--- src/design/cir_delay.sv ---
// Delay line with stall enable for the contact impulse resolver.
// Moves a payload word through DEPTH registers; no dependencies.
`default_nettype none

module cir_delay #(
	parameter int W     = 8,
	parameter int DEPTH = 2
) (
	input  wire logic         clk,
	input  wire logic         en,
	input  wire logic [W-1:0] din,
	output logic      [W-1:0] dout
);

	logic [W-1:0] tap_q [DEPTH];

	// Shift one place whenever the pipeline advances.
	always_ff @(posedge clk) begin
		if (en) begin
			tap_q[0] <= din;
			for (int i = 1; i < DEPTH; i++) begin
				tap_q[i] <= tap_q[i-1];
			end
		end
	end

	assign dout = tap_q[DEPTH-1];

endmodule

`default_nettype wire

--- config.mk ---
export PLATFORM = sky130hd
export DESIGN_NAME = cir_delay
export DESIGN_NICKNAME = d
export VERILOG_FILES = /design/src/design/cir_delay.sv
export SDC_FILE = /design/constraint.sdc
export NUM_CORES = 1
export LEC_CHECK = 0
export BUFFER_PORTS_ARGS = -buffer_cell sky130_fd_sc_hd__buf_2
export CAP_MARGIN = 10
export CORE_MARGIN = 3
export CORE_UTILIZATION = 33
export CTS_CLUSTER_SIZE = 24
export DETAILED_ROUTE_END_ITERATION = 8
export PLACE_DENSITY = 0.63
export SLEW_MARGIN = 20
export SYNTH_ARGS = -nofsm -noshare
export SYNTH_HDL_FRONTEND = slang
export SYNTH_SLANG_ARGS = --single-unit
--- constraint.sdc ---
create_clock -name clk -period 0.8 [get_ports clk]
set_input_delay 0.12 -clock clk [delete_from_list [all_inputs] [get_ports clk]]
set_output_delay 0.12 -clock clk [all_outputs]
set_load 0.005 [all_outputs]
==> results.ini <==
[clocking]
cts_buffers = 3
cts_tree = built
cts.sinks = 16
clockBufferDepth = 2
clock_latency_ns = 0.27
h-tree-depth = 1
path_clk_slew_ns = 0.08
cts_root_buf = clkbuf_4

[route]
firstDrtPassIters = 2
drtIter0Drc = 1
drtAntennaViolNets = 0
via_per_inst = 4.29
wl_um = 710
via_count = 219
avgRoutedWirePerCell_um = 13.9
drc = 0

[die]
row_count = 13
io_pins = 18
core-area_um2 = 1420
fp.dieH_um = 46.5
die_x_um = 46.5
die-area_um2 = 2160
start_util_pct = 38.2

[cells_and_area]
top_regs = tap_q x16
n_antenna_cell = 0
synthToLayoutAreaGrowth_pct = 12.3
multi_input_area_um2 = 0
drive_gt1_share_pct = 55.6
layout.nets = 48
mostFrequentLayoutCells = buf_2, edfxtp_1, clkbuf_4
mostFrequentLayoutCell = buf_2
top_register = tap_q
fillCellCount = 126
fin_cells = 51
num-multi-input-gates = 0
largest_reg_flops = 16

[logic_synthesis]
netlist_area_um2 = 541
synthCells = 24
syn-num-nets = 34
ys_seq_area_share_pct = 88.9
yosys.area.top_type = edfxtp_1
synth.ff_latch_count = 16
yosys-top-cells-area = edfxtp_1, buf_4
yosysWarningCount = 0
syn_avg_cell_area_um2 = 22.5
synth_top_area_share_pct = 88.9
synth_cell_types = 2

[status]
status = finished with violations
violations = setup timing

[global_route]
overflow = 0
busiest_layer = met2
grt_max_degree = 17
grt_pass1_wl_um = 1090
grt_use_met2_pct = 14.8
antenna_found_initial = 0
grt_use_total_pct = 8.41
met1_usage_pct = 6.35
grt_pass1_vias = 266
gr-usage-met3_pct = 3.52

[worst_setup_path]
cp_data_required_time_ns = 0.68
cp-end-kind = output pin
cp_max_fo = 1
cp-start-kind = register
critPathBufInv = 1
cp_top_family = flip-flops
startpoint = tap_q[0][12]
timing.rr.start = tap_q[0][2]
critPathKind = register to output pin
worstPathCellList = buf_2
arrival_ns = 0.79
crit_slowest_cell = edfxtp_1
cp_slowest_stage_delay_ns = 0.38

[timing]
post-route-period-util_pct = 114
setup_viol = 8
rsz0062_at_grt = yes
slew_violations = 0
min_period_ns = 0.908
fmax_mhz = 1100
hold_violations = 0
finClkSkew_ns = 0.00355
fin_ws_ns = -0.108
max_slew_margin_pct = 77.9
worst_pin_slew_ns = 0.332

[placement]
place_ws_ns = 0.0352
gp_congestion = 0.550
dp_cells = 48
place.port_buffers = 17

[power_and_ir_drop]
p_leak_nw = 0.237
p_seq_share_pct = 69.5
swShare_pct = 17.6
peakVddDrop_uv = 757
p_sw_uw = 255
comb_power_share_pct = 4.4
pwr_density_cell_nw_per_um2 = 2400
clkPwrFrac_pct = 26.1
intPower_mw = 1.20

[hold_path]
hold_path.startpoint = din[5]
hold_path.class = input port to register

[run]
maxCapViolations = 0

## power groups by stage
| stage | clock network [mW] | logic (mW) | registers, mW |
|---|---|---|---|
| floorplan | 0 | 0.0398 | 1.02 |
| global route | 0.431 | 0.0707 | 1.02 |
| finish | 0.380 | 0.0633 | 1.01 |
| detailed placement | 0 | 0.0656 | 1.03 |
| global placement | 0 | 0.0621 | 1.02 |
| CTS | 0.401 | 0.0656 | 1.01 |
## per-layer routing
layer	wire length [um]	vias to the layer above
li1	-	104
met1	222	99
met2	384	16
met3	103	0
met4	0	0
met5	0	-
## cells by family after synthesis
| logic type | Yosys count | share of synthesized area, % |
|---|---|---|
| buffers and inverters | 8 | 11.1 |
| flip-flops | 16 | 88.9 |
## path summary, 6_finish.rpt
check | endpoint | slack, ns | depth (start not counted)
setup / recovery | dout[4] | -0.11 | 1
hold / removal | tap_q[0][5] | 0.02 | 1
setup reg to reg | tap_q[0][10] | 0.16 | 0
hold reg to reg | tap_q[0][13] | 0.43 | 0
## stage by stage
step / total power, mW / hold slack (ns) / TNS (ns) / utilization [%] / cell area (um^2)
final: 1.45 / 0.0187 / -0.713 / 42.9 / 607
after global routing: 1.52 / 0.00608 / -1.08 / 42.9 / 607
after CTS: 1.48 / 0.00716 / -0.902 / 42.9 / 607
after detailed placement: 1.10 / 0.298 / 0 / 41.3 / 584
after global placement: 1.08 / 0.297 / 0 / 41.3 / 584
after floorplan: 1.06 / 0.219 / 0 / - / 541
## synth_stat cells
master,instances
edfxtp_1,16
buf_4,8
## timing repair
item / in CTS / in global routing
endpoints found under the setup margin: 8 / 8
endpoints found under the hold margin: 0 / 0
gates cloned: 0 / 0
setup buffers: 0 / 0
hold buffers: 0 / 0
gates resized for setup: 0 / 0
## layout make-up
| cell class | instances | area [um^2] | share of cell area [%] |
|---|---|---|---|
| clock buffers | 3 | 22.5 | 3.71 |
| well taps | 15 | 18.8 | 3.09 |
| repair buffers | 17 | 85.1 | 14.0 |
| flip-flops and latches | 16 | 480 | 79.2 |
No activity file was read; power rests on OpenSTA's default activity.
