**config.mk**
```make
export PLATFORM = sky130hd
export DESIGN_NAME = cir_div
export DESIGN_NICKNAME = d
export VERILOG_FILES = /design/src/design/cir_div.sv
export SDC_FILE = /design/constraint.sdc
export NUM_CORES = 2
export LEC_CHECK = 0
export BUFFER_PORTS_ARGS = -buffer_cell sky130_fd_sc_hd__buf_2
export CORE_ASPECT_RATIO = 2
export CORE_UTILIZATION = 40
export CTS_BUF_LIST = sky130_fd_sc_hd__clkbuf_4 sky130_fd_sc_hd__clkbuf_8
export DETAILED_ROUTE_END_ITERATION = 16
export PLACE_DENSITY = 0.52
export SYNTH_ARGS = -nofsm -noshare
export SYNTH_HDL_FRONTEND = slang
export SYNTH_SLANG_ARGS = --single-unit
```
**constraint.sdc**
```tcl
create_clock -name clk -period 8.5 [get_ports clk]
set_input_delay 2.55 -clock clk [delete_from_list [all_inputs] [get_ports clk]]
set_output_delay 2.55 -clock clk [all_outputs]
set_load 0.03 [all_outputs]
```
**src/design/cir_div.sv**
```systemverilog
// Pipelined restoring divider, one quotient bit per stage.
// Needs num >> QW below den; gives floor(num / den). No dependencies.
`default_nettype none

module cir_div #(
	parameter int NW = 62,
	parameter int DW = 32,
	parameter int QW = 31
) (
	input  wire logic          clk,
	input  wire logic          en,
	input  wire logic [NW-1:0] num,
	input  wire logic [DW-1:0] den,
	output logic      [QW-1:0] quo
);

	logic [DW-1:0] rem_q [QW];
	logic [QW-1:0] lo_q  [QW];
	logic [QW-1:0] quo_q [QW];
	logic [DW-1:0] den_q [QW];

	for (genvar j = 0; j < QW; j++) begin : g_stage
		logic [DW-1:0] rem_in;
		logic [QW-1:0] lo_in;
		logic [QW-1:0] quo_in;
		logic [DW-1:0] den_in;
		logic [DW:0]   cur;
		logic [DW:0]   diff;
		logic          take;

		if (j == 0) begin : g_first
			assign rem_in = DW'(num[NW-1:QW]);
			assign lo_in  = num[QW-1:0];
			assign quo_in = '0;
			assign den_in = den;
		end else begin : g_next
			assign rem_in = rem_q[j-1];
			assign lo_in  = lo_q[j-1];
			assign quo_in = quo_q[j-1];
			assign den_in = den_q[j-1];
		end

		// Shift in the next numerator bit and subtract where it fits.
		assign cur  = {rem_in, lo_in[QW-1]};
		assign diff = cur - {1'b0, den_in};
		assign take = (cur >= {1'b0, den_in});

		always_ff @(posedge clk) begin
			if (en) begin
				rem_q[j] <= take ? diff[DW-1:0] : cur[DW-1:0];
				lo_q[j]  <= {lo_in[QW-2:0], 1'b0};
				quo_q[j] <= {quo_in[QW-2:0], take};
				den_q[j] <= den_in;
			end
		end
	end

	assign quo = quo_q[QW-1];

endmodule

`default_nettype wire

```
==> key figures <==
Pwr
  – Max VDD drop: 0.000249 V
  – Final Power: 64.4 mW
  – Pwr dens: 389 mW/mm²
  – P_leak: 66.8 nW

Logic synthesis
  – Ranking of synthesized cells by area: edfxtp_1, ha_1, mux2_2, inv_1, a21oi_1
  – YS warnings: 0
  – Synthesized instance count: 12300
  – Syn Nets: 13400
  – Cell taking the most area after synthesis: edfxtp_1
  – Post-synthesis sequential area ratio: 57.7%
  – Mapped Area: 0.150 mm²
  – #FFs+latches synth: 2881
  – Ys async rst share: 0%
  – Synth cell types: 96
  – Top cell type's share of synthesized area: 57.7%
  – Ys flop type: edfxtp_1
  – Synth Area per Inst: 12.2 µm²
  – Post-synth EDFFs: 2881

Placed design
  – Dpl ws: 1.69 ns
  – Post-detail-place hpwl: 333000 µm
  – Post-Place Cell Area: 0.157 mm²
  – Port Buf Inserts: 126
  – Placer Congestion: 0.964

Detailed routing
  – Vias per cell: 5.44
  – Final WL: 430000 µm
  – Wire length on met3: 10900 µm
  – DRT antenna net count: 0
  – Vias: 98400
  – Iter 0 DRT Violations: 4318
  – # DRC: 0
  – Drt pass-1 iters: 7
  – DR top layer: met5
  – Met2 WL: 265000 µm
  – Wire per inst: 23.7 µm
  – Met1 wire length: 96900 µm

STA
  – Final worst slack: 2.69 ns
  – Setup-failing EPs final: 0
  – Layout Skew: 0.0959 ns
  – Max Clock Freq: 172 MHz
  – Min Clock Period, post-route: 5.81 ns
  – Worst-margin pin slew: 1.43 ns
  – Tcrit/Tclk final: 68.4%
  – Hold Fails Final Rpt: 0
  – Max-slew headroom: 4.44%
  – Hold slack: 0.352 ns
  – Final Max Slew Viols: 0
  – Unrepaired setup endpoints after global routing: no
  – Setup TNS Final: 0 ns

Critical path
  – Critical path type: flip-flop to flip-flop
  – Worst EP arrival: 6.66 ns
  – Data required time at the worst endpoint: 9.35 ns
  – Worst setup EP type: flip-flop
  – Path depth of the worst reg2reg path: 13
  – Startpoint class of the critical path: flip-flop
  – Max FO, Critical Path: 58

GRT
  – Initial antenna violation count: 20
  – Vias in the first global route: 108000
  – Grt total ovfl: 0
  – Largest net degree at the start of global routing: 173
  – First-pass GRT wire length: 616000 µm
  – Total Routing Usage GR: 22.0%

Die
  – Initial Util: 40.2%
  – Io pins: 127
  – DIE AREA: 0.377 mm²
  – Chip width: 435 µm
  – Site row count: 317
  – Core Box Area: 0.373 mm²
  – Die H: 868 µm

CTS
  – Cts-stage hold buffer count: 0
  – CTS buffer count: 447
  – Clk slew on worst S/H paths: 0.06 ns
  – Worst skew pair latency: 1.15 ns
  – CTS root buf: clkbuf_8
  – Setup Fix Bufs, Post-CTS: 0
  – # resized after CTS: 0
  – Clk buf depth: 4
  – TritonCTS clock tree: built
  – Clock sink count: 2881
  – H-tree depth: 5

Run
  – Number of max-cap violations: 0

Worst hold path
  – Hold path cells: 0
  – Worst Hold Class: flip-flop to flip-flop

Cells and area
  – Final net count: 13900
  – Final Cell Area: 0.166 mm²
  – Share of cells above drive strength 1: 11.4%
  – Layout area overhead: 10.5%
  – Most common cell after layout, fill and taps aside: edfxtp_1
  – Most frequent cells in the layout: edfxtp_1, inv_1, ha_1
  – Fill cells: 34200

Run status
  – Status: completed
==> critical path: stages, from the launching register on <==
cell,delay (ns)
edfxtp_1,0.39
ha_1,0.39
a21oi_1,0.24
nor4b_1,0.29
o2bb2ai_1,0.27
o21ai_0,0.31
a2111oi_0,1.04
o21bai_1,0.46
a21boi_1,0.64
a21oi_1,0.21
o32ai_4,0.16
buf_4,0.53
inv_1,0.24
mux2_2,0.33
==> cell type report <==
class	count	area, µm²	share of cell area, %
flip-flops and latches	2881	86500	52.2
multi-input cells	7889	57700	34.8
clock buffers	584	7210	4.35
well taps	4944	6190	3.73
inverters	1269	4760	2.88
repair buffers	255	1830	1.11
clock inverters	214	1280	0.776
diodes	53	133	0.0801
==> state kept, by name (all words and copies together), names as in the netlist <==
name,flops
den_q,960
rem_q,960
quo_q,496
lo_q,465
==> worst paths after layout <==
check | start | slack [ns] | endpoint
hold / removal | lo_q[0][386]$_DFFE_PP_ | 0.35 | lo_q[0][417]$_DFFE_PP_
setup reg to reg | rem_q[1][386]$_DFFE_PP_ | 2.69 | rem_q[1][440]$_DFFE_PP_
setup / recovery | rem_q[1][386]$_DFFE_PP_ | 2.69 | rem_q[1][440]$_DFFE_PP_
hold reg to reg | lo_q[0][386]$_DFFE_PP_ | 0.35 | lo_q[0][417]$_DFFE_PP_
==> cell usage after synthesis, types with 22 or more instances <==
master     instances
nor4_1            41
nand4_1          150
mux2i_1           47
a21boi_0          42
and2_1            45
nand2_1          747
xor2_1           310
o21bai_1         111
nand2b_1         123
or3_1             37
inv_1           1269
or2_2             34
o21ai_0          710
edfxtp_1        2881
ha_1             992
nor2b_1          147
o21a_1           135
a21oi_1          911
o211ai_1          45
and3_1           108
buf_2             23
o31ai_1           65
nor3_1           116
a21o_1           578
a31oi_1          109
a211o_1           30
mux2_1            52
and4_1            23
nand3_1          204
clkbuf_1         237
fa_1              30
a211oi_1          64
a221oi_1          22
o2111ai_1         27
mux2_2           449
xnor2_1          506
nor2_1           569
==> where the power goes <==
| part | leakage [nW] | internal (mW) | switching (mW) |
|---|---|---|---|
| logic | 34.1 | 12.3 | 18.3 |
| registers | 28.2 | 20.5 | 1.61 |
| clock network | 4.52 | 5.83 | 5.79 |
| total | 66.8 | 38.7 | 25.7 |
==> cell families (layout without fill, tap and decap cells) <==
logic type | Yosys count | after routing | synth area share, %
AO/OA/AOI/OAI | 3090 | 3090 | 13.0
AND/OR/NAND/NOR | 2413 | 2413 | 7.74
XOR/XNOR | 816 | 816 | 4.77
multiplexers | 548 | 548 | 4.08
buffers and inverters | 1555 | 2322 | 3.97
adder cells (fa/ha/maj) | 1022 | 1022 | 8.68
other | 0 | 53 | 0
flip-flops | 2881 | 2881 | 57.7
==> per-layer routing <==
layer  vias up  global-route usage [%]
met3      1516                    2.59
li1      46300                       -
met2      2262                    48.9
met5         -                       0
met1     48300                    12.0
met4         2                    25.7
==> metrics by stage <==
stage	utilization (%)	cells
2_1_floorplan	-	12300
3_3_place_gp	42.1	17200
3_5_place_dp	42.1	17200
4_1_cts	44.4	18000
5_1_grt	44.4	18100
6_report	44.4	18100
No activity file was read; power rests on OpenSTA's default activity.
