===== src/design/cir_rnd_mul.sv =====
// Two-stage sign-magnitude multiply with a rounding right shift.
// The wide operand is cut into two partial products; no dependencies.
`default_nettype none

module cir_rnd_mul #(
	parameter int AMW = 51,
	parameter int BMW = 31,
	parameter int SH  = 45,
	parameter int RW  = 37
) (
	input  wire logic                  clk,
	input  wire logic                  en,
	input  wire logic [AMW-1:0]        a_mag,
	input  wire logic [BMW-1:0]        b_mag,
	input  wire logic                  neg,
	output logic signed [RW-1:0]       res
);

	localparam int PW = AMW + BMW;
	localparam logic [PW:0] RND = (PW+1)'(1) << (SH - 1);

	logic [BMW+31:0]     plo_s1;
	logic [AMW-32+BMW-1:0] phi_s1;
	logic                neg_s1;
	logic signed [RW-1:0] res_s2;
	logic [PW:0]         full;
	logic [RW-2:0]       mag;

	// Partial products of the low word and the high part.
	always_ff @(posedge clk) begin
		if (en) begin
			plo_s1 <= (BMW+32)'(a_mag[31:0]) * (BMW+32)'(b_mag);
			phi_s1 <= (AMW-32+BMW)'(a_mag[AMW-1:32]) * (AMW-32+BMW)'(b_mag);
			neg_s1 <= neg;
		end
	end

	// Combine, round half away from zero on the magnitude, restore the sign.
	assign full = {1'b0, phi_s1, 32'h0} + (PW+1)'(plo_s1) + RND;
	assign mag  = full[SH +: RW-1];

	always_ff @(posedge clk) begin
		if (en) begin
			res_s2 <= neg_s1 ? -$signed({1'b0, mag}) : $signed({1'b0, mag});
		end
	end

	assign res = res_s2;

endmodule

`default_nettype wire

===== config.mk =====
export PLATFORM = sky130hd
export DESIGN_NAME = cir_rnd_mul
export DESIGN_NICKNAME = d
export VERILOG_FILES = /design/src/design/cir_rnd_mul.sv
export SDC_FILE = /design/constraint.sdc
export NUM_CORES = 2
export LEC_CHECK = 0
export BUFFER_PORTS_ARGS = -buffer_cell sky130_fd_sc_hd__buf_2
export CELL_PAD_IN_SITES_DETAIL_PLACEMENT = 1
export CELL_PAD_IN_SITES_GLOBAL_PLACEMENT = 1
export CORE_ASPECT_RATIO = 1.2
export CORE_MARGIN = 2
export CORE_UTILIZATION = 45
export DETAILED_ROUTE_END_ITERATION = 16
export PLACE_DENSITY = 0.81
export SLEW_MARGIN = 10
export SYNTH_ARGS = -nofsm -noshare
export SYNTH_HDL_FRONTEND = slang
export SYNTH_SLANG_ARGS = --single-unit

===== constraint.sdc =====
create_clock -name clk -period 12.4 [get_ports clk]
set_clock_uncertainty 0.05 [all_clocks]
set_input_delay 2.48 -clock clk [delete_from_list [all_inputs] [get_ports clk]]
set_output_delay 2.48 -clock clk [all_outputs]
set_load 0.05 [all_outputs]

==> impl.org <==
** Logic synthesis
- Average instance area after synthesis :: between 9 and 10 um2
- Cell area after synthesis :: ~55000 um2
- The share of synthesized area in the top cell type comes to 0.490.
- For this run, asynchronously set or reset flops after synthesis account for 0.
- By area the synthesized netlist is led by fa_1 (49%), ha_1 (10%), inv_1 (8.9%).
- The Yosys step of the flow raised 0 warnings.
- Number of different library cells in the post-synthesis netlist :: 86
- Largest area contributor in the netlist :: fa_1
- Counting every net in the synthesized netlist gives 7836.
- Number of register bits inferred by synthesis :: about 120
- Dominant register cell in the synthesized netlist :: edfxtp_1
- Sequential-to-total area share from yosys stat :: 0.0640
- After technology mapping, the gate count stands at roughly 6000.
- Number of enable-type register cells in the synthesized netlist :: approximately 120

** Global routing
- Met1 routing resource usage after global routing :: 0.337
- In the global route stage, met3 resource usage came out at 0.0403.
- The layer flagged by global routing as most heavily used is met2.
- The number of antenna violations at the first check in global routing was 22.
- For this run the aggregate overflow at the end of global routing stands at 0.
- For met2 alone, demand over resource in global routing was 0.504.
- The via count of the first global-routing pass is between 40000 and 50000.
- For this run, the total global-route usage over all layers was measured as 0.284.
- Entering global routing, the biggest net connects 64 pins.
- The first global-routing pass estimated 274 mm of wire.

** Clock network
- TritonCTS built the clock tree.
- Clock transition time at the flip-flop clock pins of the worst setup and hold paths :: 0.06 ns
- The root buffer cell chosen for the clock tree is clkbuf_16.
- CTS H-Tree Depth :: 4
- For the worst-skew pair, the clock arrives at the later sink with an insertion delay of approximately 0.43 ns.
- Post-CTS Repair Setup Buffers :: 0
- In this run the deepest clock path goes through 2 buffers.
- Counting every sink on the clock net gives approximately 120.
- Clock tree synthesis inserted a total of 17 buffers.
- Post-CTS resize count :: 0
- After clock tree synthesis, the flow added hold-fix buffers numbering 0.

** Timing
- Number of endpoints with negative hold slack in the final report :: 0
- Of the available clock period, the critical path in the final layout requires 0.900.
- Post-Route Setup TNS :: 0 ns
- Remaining max-slew budget at the tightest pin :: 0.301
- Achievable clock frequency :: 89.7 MHz
- Setup repair after global routing left no endpoint under its margin.
- For the pin with the worst max-slew slack, the measured transition is about 1.0 ns.
- The number of pins exceeding their max-slew limit in the final report came to 0.
- The smallest clock period supported by the final layout is computed as 11.15 ns.
- Across all setup checks in the final design, the least slack found is approximately 1.2 ns.
- Setup violation total in the final timing report :: 0

** Die
- For this design the top-level I/O count stands at 122.
- Floorplan die area :: 126000 um2
- The core region is around 120000 um2.
- Die Width :: between 300 and 400 um
- Standard-cell rows :: about 140
- Initial cell density of the core :: 0.452
- Measured along the y axis, the die boundary spans slightly below 400 um.

** Route
- Dividing the detail-routed wire length by the instance count gives 23.0 um.
- DRC viols :: 0
- Once detail routing completed, the nets flagged for antenna violations numbered 0.
- Using the TritonRoute via totals, the vias-per-cell ratio works out to between 5 and 6.
- For this block, the initial DRC count from the detailed router was around 2200.
- For this run, the detailed router's first-pass iteration total came to 6.
- Summed over all layers, the routed wires come to about 170 mm.
- Total number of vias :: around 41000

** Worst setup path
- On the critical path, the stage with the largest delay is an instance of buf_2.
- The startpoint identified for the worst register-to-register timing path is plo_s1[45].
- The worst setup path is of the in -> reg kind.
- Depth of the most critical reg-to-reg path :: 13
- Count of buffer and inverter cells on the critical path :: 5
- STA puts the critical path data arrival time at between 10 and 15 ns.
- Kind of cell adding the most delay to the critical path :: adder cells
- Along the worst path, the maximum fanout reaches 30.
- At the worst endpoint, the required time is 12.52 ns.
- Top cell by count, worst path :: fa_1
- Reg-to-reg slack, setup :: between 7 and 8 ns
- Largest incremental delay on the critical path :: between 0.6 and 0.7 ns
- Worst R2R End :: res[33]
- Startpoint class of the critical path :: input port
- STA classifies the critical path endpoint as a flop.

** Min path
- Worst Hold Path EP :: res[34]
- Min-Delay Path Depth :: 1
- The worst hold path belongs to the class reg -> reg.
- Worst Min Path Start :: phi_s1[47]

** Placed design
- At the placement stage, the worst setup path has a slack of ~0.86 ns.
- Once detailed placement completed, the half-perimeter wirelength came to between 100 and 150 mm.
- Global placer's final weighted congestion :: 0.940
- The count of buffers added on input and output ports is 121.

** Layout
- Layout filler cell count :: 14000
- Area growth from synthesis to layout :: 4.18%
- Of the cells placed in the final design, the portion with a size suffix greater than 1 is 0.0401.
- Leaving out fill and tap cells, the most frequent cell in the layout is fa_1.
- Top library cells by usage in the layout, fill and taps aside :: fa_1 (1356), inv_1 (1306), nand2_1 (957)
- Layout net count :: 7682

** Run status
- The run finished with clean final reports.

** Flow run
- Number of max-capacitance violations reported :: 0
==> sequential cells by signal, indices dropped and copies added, names as in the netlist <==
| signal | count |
|---|---|
| phi_s1 | 49 |
| res | 37 |
| plo_s1 | 31 |
| neg_s1 | 1 |
==> per-layer routing <==
layer  up-vias  share of wire
li1      17200              -
met3       517          0.055
met1     21800           0.37
met5         -         0.0010
met2      1341           0.52
met4        24          0.053
==> how the worst max path moves through the flow <==
stage	to	from	cells after the start	slack (ns)
2_1_floorplan	plo_s1[62]	a_mag[10]	27	2.54
3_3_place_gp	plo_s1[62]	b_mag[8]	25	1.12
3_5_place_dp	plo_s1[62]	b_mag[8]	25	0.86
4_1_cts	plo_s1[62]	b_mag[18]	27	1.29
5_1_grt	plo_s1[62]	b_mag[18]	27	0.96
6_report	plo_s1[62]	b_mag[18]	27	1.25
==> final cells by class <==
cell class | instances | area, um2 | share of cell area
Clock buffer | 17 | 425 | 0.00738
Sequential cell | 118 | 3540 | 0.0614
Timing Repair Buffer | 164 | 931 | 0.0161
Multi-Input combinational cell | 4189 | 45600 | 0.791
Antenna cell | 5 | 12.5 | 0.000217
Tap cell | 1644 | 2060 | 0.0357
Clock inverter | 15 | 179 | 0.00310
Inverter | 1306 | 4900 | 0.0850
==> synth_stat cells, types with 5 or more instances <==
library cell	count
fa_1	1356
inv_1	1306
nand2_1	957
and2_1	704
ha_1	445
clkbuf_1	328
edfxtp_1	118
a21oi_1	105
xnor2_1	89
nor2_1	66
a21o_1	61
o21ai_0	53
xor2_1	38
nand3_1	28
nand4_1	28
nor3_1	28
and3_1	15
nor2b_1	15
o21ai_1	15
o21bai_1	14
a31oi_1	13
o21a_1	11
a211oi_1	10
or3_1	10
nand2b_1	8
nor4_1	8
o211ai_1	8
and4_1	7
o31ai_1	5
==> worst reg2reg max path: cells and delay by family, from the launching register on <==
| kind | cells | cell delay, ns |
|---|---|---|
| fa+ha+maj | 2 | 0.75 |
| flops | 1 | 0.41 |
| compound gates | 3 | 0.67 |
| xor+xnor | 2 | 0.41 |
| simple gates | 6 | 2.27 |
==> cells by family (layout without fill, tap and decap cells) <==
family	count (synthesis)	in the layout	share of synthesized area
muxes	5	5	0.000949
buffers and inverters	1643	1502	0.112
DFF	118	118	0.0640
other	0	5	0
adders and majority gates	1801	1801	0.591
and+or+nand+nor	1895	1895	0.168
xor gates and xnor gates	127	127	0.0201
AOI/OAI and AO/OA	361	361	0.0445
==> per-stage QoR <==
stage                     area, um2  instances  hold slack (ns)   util
after floorplan               55400       5950            0.506      -
after global placement        57100       7421            0.588  0.465
after detailed placement      57100       7421            0.572  0.465
after CTS                     57700       7453            0.603  0.470
after global routing          57700       7457            0.642  0.470
final                         57700       7458            0.604  0.470
Power is left out: the tool's default activity adds up to more than one toggle a clock period on the data nets, which glitch-free logic cannot reach.
